$ cat src/rtl/ldd_pkg.sv
// Shared types, widths, register codes and the quarter-wave sine table of
// the lock-in dither demodulator. No dependencies.
package ldd_pkg;

   localparam int ADC_W        = 12;
   localparam int DAC_W        = 16;
   localparam int LOCKIN_W     = 18;
   localparam int PHASE_W      = 16;
   localparam int COUNT_W      = 16;
   localparam int AMP_W        = 16;
   localparam int HARM_W       = 2;
   localparam int OFFSET_W     = 8;
   localparam int ACC_BITS     = 48;
   localparam int SINE_DEPTH   = 256;
   localparam int SINE_ADDR_W  = $clog2(SINE_DEPTH);
   localparam int SINE_W       = 16;
   localparam int POINT_SCALE  = 1920;
   localparam int SCALE_W      = 11;
   localparam int DIVISOR_W    = COUNT_W + SCALE_W;
   localparam int DIV_CNT_W    = $clog2(ACC_BITS);
   localparam int CSR_INDEX_W  = 3;
   localparam int CSR_DATA_W   = 16;

   localparam logic [LOCKIN_W-1:0] LOCKIN_MAX = 18'h1FFFF;
   localparam logic [LOCKIN_W-1:0] LOCKIN_MIN = 18'h20000;

   typedef enum logic [CSR_INDEX_W-1:0] {
      CSR_DITHER_AMPLITUDE  = 3'd0,
      CSR_PHASE_STEP        = 3'd1,
      CSR_HARMONIC          = 3'd2,
      CSR_DEMOD_OFFSET      = 3'd3,
      CSR_SAMPLES_PER_POINT = 3'd4
   } csr_index_type;

   typedef struct packed {
      logic busy;
   } div_status_type;

   // First quarter of a Q15 sine, 65 points including both ends.
   function automatic logic [14:0] quarter_wave(input logic [6:0] q);
      logic [14:0] v;
      unique case (q)
         7'd0:  v = 15'd0;     7'd1:  v = 15'd804;   7'd2:  v = 15'd1607;
         7'd3:  v = 15'd2410;  7'd4:  v = 15'd3211;  7'd5:  v = 15'd4011;
         7'd6:  v = 15'd4807;  7'd7:  v = 15'd5601;  7'd8:  v = 15'd6392;
         7'd9:  v = 15'd7179;  7'd10: v = 15'd7961;  7'd11: v = 15'd8739;
         7'd12: v = 15'd9511;  7'd13: v = 15'd10278; 7'd14: v = 15'd11038;
         7'd15: v = 15'd11792; 7'd16: v = 15'd12539; 7'd17: v = 15'd13278;
         7'd18: v = 15'd14009; 7'd19: v = 15'd14732; 7'd20: v = 15'd15446;
         7'd21: v = 15'd16150; 7'd22: v = 15'd16845; 7'd23: v = 15'd17530;
         7'd24: v = 15'd18204; 7'd25: v = 15'd18867; 7'd26: v = 15'd19519;
         7'd27: v = 15'd20159; 7'd28: v = 15'd20787; 7'd29: v = 15'd21402;
         7'd30: v = 15'd22004; 7'd31: v = 15'd22594; 7'd32: v = 15'd23169;
         7'd33: v = 15'd23731; 7'd34: v = 15'd24278; 7'd35: v = 15'd24811;
         7'd36: v = 15'd25329; 7'd37: v = 15'd25831; 7'd38: v = 15'd26318;
         7'd39: v = 15'd26789; 7'd40: v = 15'd27244; 7'd41: v = 15'd27683;
         7'd42: v = 15'd28105; 7'd43: v = 15'd28510; 7'd44: v = 15'd28897;
         7'd45: v = 15'd29268; 7'd46: v = 15'd29621; 7'd47: v = 15'd29955;
         7'd48: v = 15'd30272; 7'd49: v = 15'd30571; 7'd50: v = 15'd30851;
         7'd51: v = 15'd31113; 7'd52: v = 15'd31356; 7'd53: v = 15'd31580;
         7'd54: v = 15'd31785; 7'd55: v = 15'd31970; 7'd56: v = 15'd32137;
         7'd57: v = 15'd32284; 7'd58: v = 15'd32412; 7'd59: v = 15'd32520;
         7'd60: v = 15'd32609; 7'd61: v = 15'd32678; 7'd62: v = 15'd32727;
         7'd63: v = 15'd32757; 7'd64: v = 15'd32767;
         default: v = 15'd0;
      endcase
      return v;
   endfunction

   // Full-wave Q15 sine built from the quarter table by symmetry.
   function automatic logic signed [SINE_W-1:0] sine_value(
      input logic [SINE_ADDR_W-1:0] idx);
      logic [6:0]        q;
      logic [14:0]       mag;
      logic [SINE_W-1:0] ext;
      q   = idx[6:0];
      mag = (q <= 7'd64) ? quarter_wave(q) : quarter_wave(7'(8'd128 - {1'b0, q}));
      ext = {1'b0, mag};
      return idx[7] ? signed'(SINE_W'(-ext)) : signed'(ext);
   endfunction

endpackage

$ cat src/rtl/ldd_req_if.sv
// Input channel: one converter sample and sweep base per word.
// Depends on ldd_pkg.
interface ldd_req_if import ldd_pkg::*; ();
   logic               valid;
   logic               ready;
   logic [ADC_W-1:0]   adc_sample;
   logic [DAC_W-1:0]   sweep_base;

   modport source (output valid, adc_sample, sweep_base, input ready);
   modport sink   (input valid, adc_sample, sweep_base, output ready);
endinterface

$ cat src/rtl/ldd_rsp_if.sv
// Result channel: DAC code, lock-in result and status flags per word.
// Depends on ldd_pkg.
interface ldd_rsp_if import ldd_pkg::*; ();
   logic                       valid;
   logic                       ready;
   logic [DAC_W-1:0]           dac_value;
   logic signed [LOCKIN_W-1:0] lockin_value;
   logic                       lockin_done;
   logic [ADC_W-1:0]           adc_echo;
   logic                       adc_updated;
   logic                       phase_wrapped;

   modport source (output valid, dac_value, lockin_value, lockin_done, adc_echo,
                   adc_updated, phase_wrapped, input ready);
   modport sink   (input valid, dac_value, lockin_value, lockin_done, adc_echo,
                   adc_updated, phase_wrapped, output ready);
endinterface

$ cat src/rtl/ldd_csr_if.sv
// Configuration write channel: register index and write data per word.
// Depends on ldd_pkg.
interface ldd_csr_if import ldd_pkg::*; ();
   logic                   valid;
   logic                   ready;
   logic [CSR_INDEX_W-1:0] index;
   logic [CSR_DATA_W-1:0]  data;

   modport source (output valid, index, data, input ready);
   modport sink   (input valid, index, data, output ready);
endinterface

$ cat src/rtl/ldd_sine_rom.sv
// Synchronous Q15 sine ROM with one registered read port.
// Depends on ldd_pkg for the table function and widths.
module ldd_sine_rom import ldd_pkg::*; (
   input  logic                     clock,
   input  logic [SINE_ADDR_W-1:0]   addr,
   output logic signed [SINE_W-1:0] data_ff
);

   always_ff @(posedge clock) begin
      data_ff <= sine_value(addr);
   end

endmodule

$ cat src/rtl/ldd_divider.sv
// Restoring unsigned divider, one quotient bit per cycle.
// Depends on ldd_pkg for widths and the status struct.
module ldd_divider import ldd_pkg::*; (
   input  logic                   clock,
   input  logic                   reset,
   input  logic                   start,
   input  logic [ACC_BITS-1:0]    dividend,
   input  logic [DIVISOR_W-1:0]   divisor,
   output div_status_type         status,
   output logic [ACC_BITS-1:0]    quotient
);

   logic [DIVISOR_W-1:0] rem_ff;
   logic [DIVISOR_W-1:0] rem_in;
   logic [DIVISOR_W-1:0] div_ff;
   logic [ACC_BITS-1:0]  quo_ff;
   logic [ACC_BITS-1:0]  quo_in;
   logic [DIV_CNT_W-1:0] cnt_ff;
   logic                 busy_ff;
   logic [DIVISOR_W:0]   trial;
   logic [DIVISOR_W:0]   diff;

   // The dividend shifts out of the top of quo_ff as quotient bits shift in.
   always_comb begin
      trial = {rem_ff, quo_ff[ACC_BITS-1]};
      diff  = trial - {1'b0, div_ff};
      if (trial >= {1'b0, div_ff}) begin
         rem_in = diff[DIVISOR_W-1:0];
         quo_in = {quo_ff[ACC_BITS-2:0], 1'b1};
      end else begin
         rem_in = trial[DIVISOR_W-1:0];
         quo_in = {quo_ff[ACC_BITS-2:0], 1'b0};
      end
   end

   always_ff @(posedge clock) begin
      if (reset) begin
         busy_ff <= 1'b0;
         cnt_ff  <= '0;
      end else if (start) begin
         busy_ff <= 1'b1;
         cnt_ff  <= '0;
         rem_ff  <= '0;
         quo_ff  <= dividend;
         div_ff  <= divisor;
      end else if (busy_ff) begin
         rem_ff <= rem_in;
         quo_ff <= quo_in;
         cnt_ff <= cnt_ff + 1'b1;
         if (cnt_ff == DIV_CNT_W'(ACC_BITS - 1)) begin
            busy_ff <= 1'b0;
         end
      end
   end

   assign status.busy = busy_ff;
   assign quotient    = quo_ff;

endmodule

$ cat src/rtl/lockin_dither_demodulator.sv
// Top level of the lock-in dither demodulator: sequencer, state registers and
// result staging. Depends on ldd_pkg, the three channel interfaces,
// ldd_sine_rom and ldd_divider.
//
//   Channel  Port    Direction  Word contents
//   input    req_if  sink       adc_sample, sweep_base
//   result   rsp_if  source     dac_value, lockin_value, lockin_done, adc_echo,
//                               adc_updated, phase_wrapped
//   config   csr_if  sink       index, data (always ready)
//
// A bypass word (zero amplitude) goes from ST_IDLE straight to ST_FINISH.
// A dither word makes two sequential reads of the single-port sine ROM, each
// followed by a registered multiply. A word that completes an integration
// period also waits for the divider, which works out the quotient bit by bit.
// Reset is synchronous and restores the register defaults and the state.
// A new input word is taken while the previous result still waits in the
// output register; the finished word stalls only until that register frees.
module lockin_dither_demodulator import ldd_pkg::*; (
   input  logic       clock,
   input  logic       reset,
   ldd_req_if.sink    req_if,
   ldd_rsp_if.source  rsp_if,
   ldd_csr_if.sink    csr_if
);

   typedef enum logic [2:0] {
      ST_IDLE,
      ST_REF_READ,
      ST_REF_MAC,
      ST_ACC,
      ST_DAC_MUL,
      ST_DAC_SUM,
      ST_DIV_WAIT,
      ST_FINISH
   } state_type;

   state_type state_ff;

   // Configuration registers.
   logic [AMP_W-1:0]    amplitude_ff;
   logic [PHASE_W-1:0]  phase_step_ff;
   logic [HARM_W-1:0]   harmonic_ff;
   logic [OFFSET_W-1:0] offset_ff;
   logic [COUNT_W-1:0]  spp_ff;

   // Block state.
   logic [PHASE_W-1:0]         phase_ff;
   logic [ACC_BITS-1:0]        acc_ff;
   logic [COUNT_W-1:0]         count_ff;
   logic signed [LOCKIN_W-1:0] last_lockin_ff;
   logic [ADC_W-1:0]           reported_ff;

   // Captured input word and intermediate products.
   logic [ADC_W-1:0]        adc_ff;
   logic [DAC_W-1:0]        base_ff;
   logic signed [28:0]      prod_ff;
   logic signed [32:0]      dac_prod_ff;
   logic                    neg_ff;

   // Staged result fields, moved to the output register in ST_FINISH.
   logic [DAC_W-1:0] res_dac_ff;
   logic             res_done_ff;
   logic             res_upd_ff;
   logic             res_wrap_ff;

   // Output register.
   logic                       rsp_valid_ff;
   logic [DAC_W-1:0]           rsp_dac_ff;
   logic signed [LOCKIN_W-1:0] rsp_lockin_ff;
   logic                       rsp_done_ff;
   logic [ADC_W-1:0]           rsp_echo_ff;
   logic                       rsp_upd_ff;
   logic                       rsp_wrap_ff;

   // Datapath nets.
   logic [PHASE_W+HARM_W-1:0]  ref_phase;
   logic [OFFSET_W+HARM_W-1:0] ref_offset;
   logic [SINE_ADDR_W-1:0]     ref_idx;
   logic [PHASE_W-1:0]         phase_in;
   logic [SINE_ADDR_W-1:0]     rom_addr;
   logic signed [SINE_W-1:0]   rom_data;
   logic [ACC_BITS-1:0]        acc_in;
   logic [COUNT_W-1:0]         count_in;
   logic                       period_done;
   logic [COUNT_W-1:0]         spp_eff;
   logic [DIVISOR_W-1:0]       divisor;
   logic [ACC_BITS-1:0]        acc_mag;
   logic                       div_start;
   div_status_type             div_status;
   logic [ACC_BITS-1:0]        quotient;
   logic signed [LOCKIN_W-1:0] lockin_in;
   logic signed [LOCKIN_W-1:0] dither;
   logic signed [DAC_W+2:0]    dac_sum;
   logic [DAC_W-1:0]           dac_in;

   // Reference index: phase and offset both scale with the harmonic, each
   // wrapping at its own width before the two are added modulo the table.
   always_comb begin
      ref_phase  = phase_ff * harmonic_ff;
      ref_offset = offset_ff * harmonic_ff;
      ref_idx    = ref_phase[PHASE_W-1 -: SINE_ADDR_W] + ref_offset[SINE_ADDR_W-1:0];
      phase_in   = phase_ff + phase_step_ff;
      rom_addr   = (state_ff == ST_ACC) ? phase_in[PHASE_W-1 -: SINE_ADDR_W] : ref_idx;
   end

   // Accumulation and period check; a zero limit completes every sample.
   always_comb begin
      acc_in      = acc_ff + ACC_BITS'(prod_ff);
      count_in    = count_ff + 1'b1;
      period_done = (count_in >= spp_ff);
   end

   // The dividend is taken from the accumulator once it holds the sum
   // of the completed period.
   always_comb begin
      spp_eff   = (spp_ff == '0) ? COUNT_W'(1) : spp_ff;
      divisor   = spp_eff * SCALE_W'(POINT_SCALE);
      acc_mag   = acc_ff[ACC_BITS-1] ? ACC_BITS'(-acc_ff) : acc_ff;
      div_start = (state_ff == ST_DAC_MUL) && res_done_ff;
   end

   // The reported value is the negated average, so a negative sum gives a
   // positive result; both sides saturate to the 18-bit range.
   always_comb begin
      if (neg_ff) begin
         lockin_in = (quotient > ACC_BITS'(131071)) ? signed'(LOCKIN_MAX)
                                                    : signed'(quotient[LOCKIN_W-1:0]);
      end else begin
         lockin_in = (quotient > ACC_BITS'(131072)) ? signed'(LOCKIN_MIN)
                   : signed'(LOCKIN_W'(-quotient[LOCKIN_W-1:0]));
      end
   end

   // An arithmetic shift by 15 gives the floored division of the dither
   // product; the sum with the base then clamps to the DAC range.
   always_comb begin
      dither  = dac_prod_ff[32:15];
      dac_sum = signed'({3'b000, base_ff}) + (DAC_W+3)'(dither);
      if (dac_sum < 0) begin
         dac_in = '0;
      end else if (dac_sum > (DAC_W+3)'(65535)) begin
         dac_in = {DAC_W{1'b1}};
      end else begin
         dac_in = dac_sum[DAC_W-1:0];
      end
   end

   ldd_sine_rom u_sine_rom (
      .clock   (clock),
      .addr    (rom_addr),
      .data_ff (rom_data)
   );

   ldd_divider u_divider (
      .clock    (clock),
      .reset    (reset),
      .start    (div_start),
      .dividend (acc_mag),
      .divisor  (divisor),
      .status   (div_status),
      .quotient (quotient)
   );

   always_ff @(posedge clock) begin
      if (reset) begin
         state_ff       <= ST_IDLE;
         amplitude_ff   <= '0;
         phase_step_ff  <= '0;
         harmonic_ff    <= HARM_W'(1);
         offset_ff      <= OFFSET_W'(64);
         spp_ff         <= COUNT_W'(32);
         phase_ff       <= '0;
         acc_ff         <= '0;
         count_ff       <= '0;
         last_lockin_ff <= '0;
         reported_ff    <= '0;
         rsp_valid_ff   <= 1'b0;
      end else begin
         if (csr_if.valid) begin
            unique case (csr_index_type'(csr_if.index))
               CSR_DITHER_AMPLITUDE:  amplitude_ff  <= csr_if.data[AMP_W-1:0];
               CSR_PHASE_STEP:        phase_step_ff <= csr_if.data[PHASE_W-1:0];
               CSR_HARMONIC:          harmonic_ff   <= csr_if.data[HARM_W-1:0];
               CSR_DEMOD_OFFSET:      offset_ff     <= csr_if.data[OFFSET_W-1:0];
               CSR_SAMPLES_PER_POINT: spp_ff        <= csr_if.data[COUNT_W-1:0];
               default: ;
            endcase
         end

         // In ST_FINISH the output register is reloaded below instead.
         if (rsp_valid_ff && rsp_if.ready && (state_ff != ST_FINISH)) begin
            rsp_valid_ff <= 1'b0;
         end

         unique case (state_ff)
            ST_IDLE: begin
               if (req_if.valid) begin
                  adc_ff  <= req_if.adc_sample;
                  base_ff <= req_if.sweep_base;
                  if (amplitude_ff == '0) begin
                     // Bypass: only the reported reading changes.
                     reported_ff <= req_if.adc_sample;
                     res_dac_ff  <= req_if.sweep_base;
                     res_done_ff <= 1'b0;
                     res_upd_ff  <= 1'b1;
                     res_wrap_ff <= 1'b0;
                     state_ff    <= ST_FINISH;
                  end else begin
                     state_ff <= ST_REF_READ;
                  end
               end
            end
            ST_REF_READ: begin
               state_ff <= ST_REF_MAC;
            end
            ST_REF_MAC: begin
               prod_ff  <= signed'({1'b0, adc_ff}) * rom_data;
               state_ff <= ST_ACC;
            end
            ST_ACC: begin
               acc_ff      <= acc_in;
               count_ff    <= period_done ? '0 : count_in;
               phase_ff    <= phase_in;
               res_wrap_ff <= (phase_in < phase_ff);
               res_done_ff <= period_done;
               res_upd_ff  <= period_done;
               if (period_done) begin
                  reported_ff <= adc_ff;
               end
               state_ff <= ST_DAC_MUL;
            end
            ST_DAC_MUL: begin
               dac_prod_ff <= rom_data * signed'({1'b0, amplitude_ff});
               if (res_done_ff) begin
                  // The divider has latched the magnitude; start a new period.
                  neg_ff <= acc_ff[ACC_BITS-1];
                  acc_ff <= '0;
               end
               state_ff <= ST_DAC_SUM;
            end
            ST_DAC_SUM: begin
               res_dac_ff <= dac_in;
               state_ff   <= res_done_ff ? ST_DIV_WAIT : ST_FINISH;
            end
            ST_DIV_WAIT: begin
               if (!div_status.busy) begin
                  last_lockin_ff <= lockin_in;
                  state_ff       <= ST_FINISH;
               end
            end
            ST_FINISH: begin
               if (!rsp_valid_ff || rsp_if.ready) begin
                  rsp_valid_ff  <= 1'b1;
                  rsp_dac_ff    <= res_dac_ff;
                  rsp_lockin_ff <= last_lockin_ff;
                  rsp_done_ff   <= res_done_ff;
                  rsp_echo_ff   <= reported_ff;
                  rsp_upd_ff    <= res_upd_ff;
                  rsp_wrap_ff   <= res_wrap_ff;
                  state_ff      <= ST_IDLE;
               end
            end
            default: state_ff <= ST_IDLE;
         endcase
      end
   end

   assign req_if.ready = (state_ff == ST_IDLE);
   assign csr_if.ready = 1'b1;

   assign rsp_if.valid         = rsp_valid_ff;
   assign rsp_if.dac_value     = rsp_dac_ff;
   assign rsp_if.lockin_value  = rsp_lockin_ff;
   assign rsp_if.lockin_done   = rsp_done_ff;
   assign rsp_if.adc_echo      = rsp_echo_ff;
   assign rsp_if.adc_updated   = rsp_upd_ff;
   assign rsp_if.phase_wrapped = rsp_wrap_ff;

endmodule

$ cat src/flat_wrapper.sv
// flat-port wrapper written by rule: the top's interface ports become plain ports
module lockin_dither_demodulator_flat import ldd_pkg::*;
  (clock, reset, req_if_valid, req_if_adc_sample, req_if_sweep_base, req_if_ready, rsp_if_valid, rsp_if_dac_value, rsp_if_lockin_value, rsp_if_lockin_done, rsp_if_adc_echo, rsp_if_adc_updated, rsp_if_phase_wrapped, rsp_if_ready, csr_if_valid, csr_if_index, csr_if_data, csr_if_ready);
  ldd_req_if req_if_i ();
  ldd_rsp_if rsp_if_i ();
  ldd_csr_if csr_if_i ();
  input  logic clock;
  input  logic reset;
  input wire logic [$bits(req_if_i.valid)-1:0] req_if_valid;
  input wire logic [$bits(req_if_i.adc_sample)-1:0] req_if_adc_sample;
  input wire logic [$bits(req_if_i.sweep_base)-1:0] req_if_sweep_base;
  output wire logic [$bits(req_if_i.ready)-1:0] req_if_ready;
  output wire logic [$bits(rsp_if_i.valid)-1:0] rsp_if_valid;
  output wire logic [$bits(rsp_if_i.dac_value)-1:0] rsp_if_dac_value;
  output wire logic [$bits(rsp_if_i.lockin_value)-1:0] rsp_if_lockin_value;
  output wire logic [$bits(rsp_if_i.lockin_done)-1:0] rsp_if_lockin_done;
  output wire logic [$bits(rsp_if_i.adc_echo)-1:0] rsp_if_adc_echo;
  output wire logic [$bits(rsp_if_i.adc_updated)-1:0] rsp_if_adc_updated;
  output wire logic [$bits(rsp_if_i.phase_wrapped)-1:0] rsp_if_phase_wrapped;
  input wire logic [$bits(rsp_if_i.ready)-1:0] rsp_if_ready;
  input wire logic [$bits(csr_if_i.valid)-1:0] csr_if_valid;
  input wire logic [$bits(csr_if_i.index)-1:0] csr_if_index;
  input wire logic [$bits(csr_if_i.data)-1:0] csr_if_data;
  output wire logic [$bits(csr_if_i.ready)-1:0] csr_if_ready;
  assign req_if_i.valid = req_if_valid;
  assign req_if_i.adc_sample = req_if_adc_sample;
  assign req_if_i.sweep_base = req_if_sweep_base;
  assign req_if_ready = req_if_i.ready;
  assign rsp_if_valid = rsp_if_i.valid;
  assign rsp_if_dac_value = rsp_if_i.dac_value;
  assign rsp_if_lockin_value = rsp_if_i.lockin_value;
  assign rsp_if_lockin_done = rsp_if_i.lockin_done;
  assign rsp_if_adc_echo = rsp_if_i.adc_echo;
  assign rsp_if_adc_updated = rsp_if_i.adc_updated;
  assign rsp_if_phase_wrapped = rsp_if_i.phase_wrapped;
  assign rsp_if_i.ready = rsp_if_ready;
  assign csr_if_i.valid = csr_if_valid;
  assign csr_if_i.index = csr_if_index;
  assign csr_if_i.data = csr_if_data;
  assign csr_if_ready = csr_if_i.ready;
  lockin_dither_demodulator u_core (.clock(clock), .reset(reset), .req_if(req_if_i), .rsp_if(rsp_if_i), .csr_if(csr_if_i));
endmodule
$ cat config.mk
export PLATFORM = sky130hd
export DESIGN_NAME = lockin_dither_demodulator_flat
export DESIGN_NICKNAME = d
export VERILOG_FILES = /design/src/rtl/ldd_pkg.sv /design/src/rtl/ldd_req_if.sv /design/src/rtl/ldd_rsp_if.sv /design/src/rtl/ldd_csr_if.sv /design/src/rtl/ldd_sine_rom.sv /design/src/rtl/ldd_divider.sv /design/src/rtl/lockin_dither_demodulator.sv /design/src/flat_wrapper.sv
export SDC_FILE = /design/constraint.sdc
export NUM_CORES = 2
export LEC_CHECK = 0
export CORE_UTILIZATION = 60
export CTS_BUF_LIST = sky130_fd_sc_hd__clkbuf_16
export CTS_CLUSTER_SIZE = 8
export DETAILED_ROUTE_END_ITERATION = 6
export DONT_BUFFER_PORTS = 1
export GPL_ROUTABILITY_DRIVEN = 0
export GPL_TIMING_DRIVEN = 0
export PLACE_DENSITY_LB_ADDON = 0.05
export SETUP_SLACK_MARGIN = 0.4
export SLEW_MARGIN = 10
export SYNTH_ARGS = -nofsm -noshare
export SYNTH_HDL_FRONTEND = slang
export SYNTH_SLANG_ARGS = --single-unit
export TNS_END_PERCENT = 20
$ cat constraint.sdc
create_clock -name clock -period 8.3 [get_ports clock]
set_clock_uncertainty 0.1 [all_clocks]
set_input_delay 0.415 -clock clock [delete_from_list [all_inputs] [get_ports clock]]
set_output_delay 0.415 -clock clock [all_outputs]
set_load 0.01 [all_outputs]
; After elaboration in Yosys (flattened, before gate mapping)
; Memories as Yosys holds them, arrays and structs flattened.
; Cells that the tools add are included.
[totals]
ramBits = 0
memories = 2
out_inout_bits = 52
regBits = 449
latchBits = 0
input_bits = 52
rom_bits = 3840
wordCells = 157
[classes]
bitwise = 2
n_reduce_logical = 32
n_lt_le_gt_ge = 8
shifts = 0
add_sub_neg = 11
n_mux = 44
n_div = 0
mul = 5
eq_ne = 19
[memory_table]
columns = name, depth, word_bits, read_ports, rd_ports_with_merged_regs, wr, line_no
row1 = (name not given), 128, 15, 1, 0, 0, ldd_pkg.sv:42  ; unique case (q)
row2 = (name not given), 128, 15, 1, 0, 0, ldd_pkg.sv:42
[op_table]
columns = op, count
row1 = $mux W48, 4
row2 = $mux W16, 6
row3 = $pmux W48 S2, 1
row4 = $mux W18, 3
row5 = $mux W27, 2
row6 = $add A48 B48 Y48, 1
row7 = $gt A48 B17 Y1 const B, 1
row8 = $gt A48 B18 Y1 const B, 1
row9 = $neg A48 Y48, 1
row10 = $mux W12, 3
row11 = $mul A16 B17 Y33, 1
row12 = $logic_not A16 Y1, 2
row13 = $pmux W16 S2, 1
row14 = $mux W15, 2
row15 = $mul A13 B16 Y29, 1
row16 = $ge A28 B27 Y1, 1
row17 = $sub A27 B27 Y27, 1
row18 = $pmux W12 S2, 1
row19 = $pmux W3 S8, 1
row20 = $reduce_and A2 Y1, 11
row21 = $mul A16 B4 Y20 const B, 1
row22 = $add A17 B18 Y19, 1
row23 = $gt A19 B17 Y1 const B, 1
row24 = $lt A19 B1 Y1 const B, 1
row25 = other kinds (32), 72

; Logic depth before layout (Yosys ltp)
; An unclocked memory read counts as a cell.
[depth]
depth_word = 8
mapped_depth = 36
depth_no_buf = 32

; Modules after synthesis
; Synthesis repeated with hierarchy kept, for this count alone.
[hier_totals]
cells_unflattened = 4988
area_unflattened_um2 = 45092.0
[modules_own_cells]
columns = mod, n_inst, area_each_um2, seq_area_each_um2, cells_each
row1 = lockin_dither_demodulator, 1, 34992.3, 7767.4, 3867
row2 = ldd_divider, 1, 6058.3, 3203.1, 536
row3 = ldd_sine_rom, 1, 4041.4, 320.3, 585

; Least setup slack after synthesis
; No wires, ideal clock.
[synth_timing]
kind = flip-flop to flip-flop
start = register u_core.harmonic_ff[0]
end = register u_core.u_sine_rom.data_ff[14]
arrival_time_ps = 7678
synth_period_minus_slack_ps = 7898
required_ps = 8080
slack_ps = 402
path_stages_with_launch = 35
path_buffers = 4
setup_ps = 120
cell_sequence = dfxtp_1 clkbuf_1 and2_1 ha_1 a41o_1 a21o_1 a2111oi_0 o31ai_1 o21a_1 nor2_1 fa_1 fa_1 nand2_1 o31ai_1 inv_1 clkbuf_1 clkbuf_1 ha_1 clkbuf_1 clkinv_1 or4_1 o211ai_1 a31oi_2 nor2_1 o21ai_0 a221oi_1 o21ai_0 and4_1 inv_1 ha_1 inv_1 nor4_1 nor4b_4 a41oi_1 xnor2_1
[synth_between]
elab_chain_len = 8
word_cells_on_any_way = 11
cone_classes = 3 x add/sub / 2 x mul / 1 x order compare / 3 x mux / 2 x memory
[synth_rtl]
columns = item, line_no
row1 = "start, declared", lockin_dither_demodulator.sv:42  ; logic [HARM_W-1:0] harmonic_ff;
row2 = "start signal, assigned", lockin_dither_demodulator.sv:183  ; CSR_HARMONIC: harmonic_ff <= csr_if.data[HARM_W-1:0];
row3 = $mul A16 B2 Y16 or $mul A8 B2 Y8 (tied branches), "lockin_dither_demodulator.sv:99, lockin_dither_demodulator.sv:100"
row4 = $add A8 B8 Y8 (*), lockin_dither_demodulator.sv:101  ; ref_idx = ref_phase[PHASE_W-1 -: SINE_ADDR_W] + ref_offset[SINE_ADDR_W-1:0];
row5 = $mux W8 (*), lockin_dither_demodulator.sv:103  ; rom_addr = (state_ff == ST_ACC) ? phase_in[PHASE_W-1 -: SINE_ADDR_W] : ref_idx;
row6 = $sub A1 B7 Y7, ldd_pkg.sv:77  ; mag = (q <= 7'd64) ? quarter_wave(q) : quarter_wave(7'(8'd128 - {1'b0, q}));
row7 = $mem_v2 Z128 W15, --
row8 = $mux W15, ldd_pkg.sv:77
row9 = $neg A15 Y16, ldd_pkg.sv:79  ; return idx[7] ? signed'(SINE_W'(-ext)) : signed'(ext);
row10 = $mux W15 (*), ldd_pkg.sv:79
row11 = "end signal, assigned", ldd_sine_rom.sv:10  ; data_ff <= sine_value(addr);
row12 = "end, declared", ldd_sine_rom.sv:6  ; output logic signed [SINE_W-1:0] data_ff
; Mark *: on every way between the ends. The rest lies on a longest branch, timed or not.
; A chain may end at the register's enable or synchronous reset.

; Worst setup path in the final report
[layout_timing]
start = register u_core.harmonic_ff[0]
end = register u_core.u_sine_rom.data_ff[9]
; Same word-level chain as after synthesis.

==> out/metrics.cfg <==
[logic_synthesis]
synthXorXnorAreaFrac_pct=4.60
ys_warn_count=0
synth-seq-cells=434
netlist_area_um2=44000
synth_top_family_by_area=adder cells
synth_top_cell_by_area=fa_1
postSynth.asyncResetShare_pct=0
syn_inst=4954
syn_nets=5798
synth-edff-count=239
muxShareOfSynthArea_pct=0.447
synth_area_leaders=fa_1 (19%), edfxtp_1 (16%), ha_1 (11%)
ys_types=95
synth-compound-area-share_pct=15.0
yosysTopAreaCellShare_pct=18.6
synth-main-ff-cell=edfxtp_1
synth_fa_ha_area_share_pct=29.5
synth.avg_cell_area_um2=8.88
synth-simple-area-share_pct=18.0
ys_seq_area_share_pct=25.2

[finish]
instances_no_fill=6096
fin_util_pct=66.8
layout_common_cells=nand2_1 (649), inv_1 (600), fa_1 (409)
final_common_cell=nand2_1
area_delta_synth_final_pct=9.34
nets=5937
drive_gt1_share_pct=5.52

[floorplanning]
num_rows=98
die_x_um=273
core_um2=72000
initial_core_util_pct=61.1
io_pins=104
dieArea_um2=74400
die_h_um=273

[detailed_routing]
drtIter0Drc=4243
post-route-drc-count=270
wl_per_cell_um=21.1
vias=37500
ant_nets=0
wirelength_um=129000
avgViaCountPerCell=6.15
dr.pass1.iters=7

[clock_network]
cts_tree=built
cts_root_buffer=clkbuf_16
numCtsBuffers=61
cts_max_path_buffers=3
insertion_delay_ps=650
htreeDepth=2
clk_pin_slew_ps=60
clock_sinks=434

[worst_setup_path]
end_kind=flip-flop
startpoint_type=flip-flop
reg2reg_depth=26
arrival_ps=8090
r2r_slack_ps=610
r2r-end=u_core.u_sine_rom.data_ff[9]
criticalPathCategory=reg2reg
reg2reg_from=u_core.harmonic_ff[0]
cp.required_ps=8700
crit_fanout=16

[timing]
worstMarginPinSlew_ps=1100
period_share_pct=92.6
finalMaxSlewViolations=0
fmax_mhz=130
relSlewSlack_pct=26.4
setup_viol=0
rsz0062_at_grt=true
tns_ps=0
min_period_ps=7690
hold_viol=0

[worst_hold_path]
hold_class=in2reg
hold_depth=3
worstHoldStart=rsp_if_ready
min_to=u_core.state_ff[2]

[global_route]
grt_use_total_pct=35.1
grt_pass1_wl_um=204000
grt_pass1_vias=36800
grt_max_degree=31
antenna_found_initial=10
overflow=0

[outcome]
status=finished with violations
violations=design-rule violations

[placement]
dp_hpwl_um=99700
io_buffers=0
place_inst=5920

[run]
drv_cap=0

==> registers in the layout, indices dropped and copies added, names as in the netlist, 18 cells and up <==
name and flops:
u_core.acc_ff 48, u_core.u_divider.rem_ff 27, u_core.u_divider.quotient 48, u_core.dac_prod_ff 18, u_core.prod_ff 29, u_core.rsp_if.lockin_value 18
u_core.u_divider.div_ff 20, u_core.last_lockin_ff 18
==> per-stage QoR <==
step                worst slack (ps)  cell area [um2]  hold slack (ps)
finish                           614            48100             40.8
global route                     364            48100             52.9
CTS                              394            47800             15.0
detailed placement             -1810            45400              308
global placement               -1740            45200              302
floorplan                        402            44000              300
==> critical path: stages (launching register included) <==
cell	delay [ps]
dfxtp_2	340
clkbuf_8	160
and2_1	140
ha_1	270
a41o_1	230
a21o_1	200
a2111oi_4	490
nor3b_2	100
o21ai_1	180
a21oi_2	90
fa_1	500
ha_2	270
and2_1	180
nand2b_1	180
inv_2	200
clkbuf_8	280
ha_2	320
o311a_1	290
o21ai_1	170
nor4_1	820
nor3_2	200
nand2_1	380
a21oi_1	210
nor3_1	420
nor3b_2	440
a31oi_1	210
xor2_1	170
==> cells by family (layout without fill, tap and decap cells) <==
| logic type | after synthesis | count (layout) |
|---|---|---|
| xor gates and xnor gates | 231 | 231 |
| adders and majority gates | 792 | 792 |
| other | 1 | 6 |
| AOI/OAI and AO/OA | 1020 | 1020 |
| and+or+nand+nor | 1625 | 1625 |
| DFF | 434 | 434 |
| muxes | 18 | 18 |
| buffers and inverters | 833 | 1020 |
==> cell usage after synthesis, types with 26 or more instances <==
cell type	count
nand2_1	652
inv_1	559
fa_1	409
ha_1	383
a21oi_1	327
and2_1	266
edfxtp_1	239
clkbuf_1	230
nor2_1	219
o21ai_0	204
dfxtp_1	195
xnor2_1	125
nand3_1	107
xor2_1	106
nor3_1	89
a21o_1	79
a211oi_1	58
nand2b_1	39
or3_1	37
and3_1	36
o211ai_1	36
a31oi_1	35
nor4_1	31
nor2b_1	30
o31ai_1	29
buf_2	26
==> worst max path at each step <==
stage                               start  cells after the start                            end
floorplan           u_core.harmonic_ff[0]                     34  u_core.u_sine_rom.data_ff[14]
global placement    u_core.harmonic_ff[0]                     34  u_core.u_sine_rom.data_ff[14]
detailed placement  u_core.harmonic_ff[0]                     34  u_core.u_sine_rom.data_ff[14]
CTS                 u_core.harmonic_ff[0]                     35  u_core.u_sine_rom.data_ff[14]
global route        u_core.harmonic_ff[0]                     36  u_core.u_sine_rom.data_ff[14]
finish              u_core.harmonic_ff[0]                     26   u_core.u_sine_rom.data_ff[9]
==> metal layers <==
metal,wire length [um],GRT usage (%)
met2,57700,55.7
met4,6720,15.6
met3,12100,7.43
met5,72,0
met1,52400,46.2
==> area by class of cell <==
| type | instances | area (um2) |
|---|---|---|
| diodes | 5 | 12.5 |
| plain buffers | 271 | 1210 |
| clock buffers | 61 | 1530 |
| clock inverters | 50 | 223 |
| fillers | 6005 | 23900 |
| inverters | 562 | 2120 |
| multi-input cells | 3687 | 29900 |
| flip-flops and latches | 434 | 11100 |
| well taps | 950 | 1190 |
| repair buffers | 76 | 771 |
==> what timing repair did <==
action / in CTS / in global routing
pin swaps: 4 / 16
buffers inserted: 3 / 9
hold buffers: 48 / 0
endpoints found under the setup margin: 20 / 20
resized for setup: 52 / 130
hold endpoints to repair: 115 / 0
Power is not shown: default switching activity piles up to over one toggle a cycle in this logic, so the estimate is an artifact.
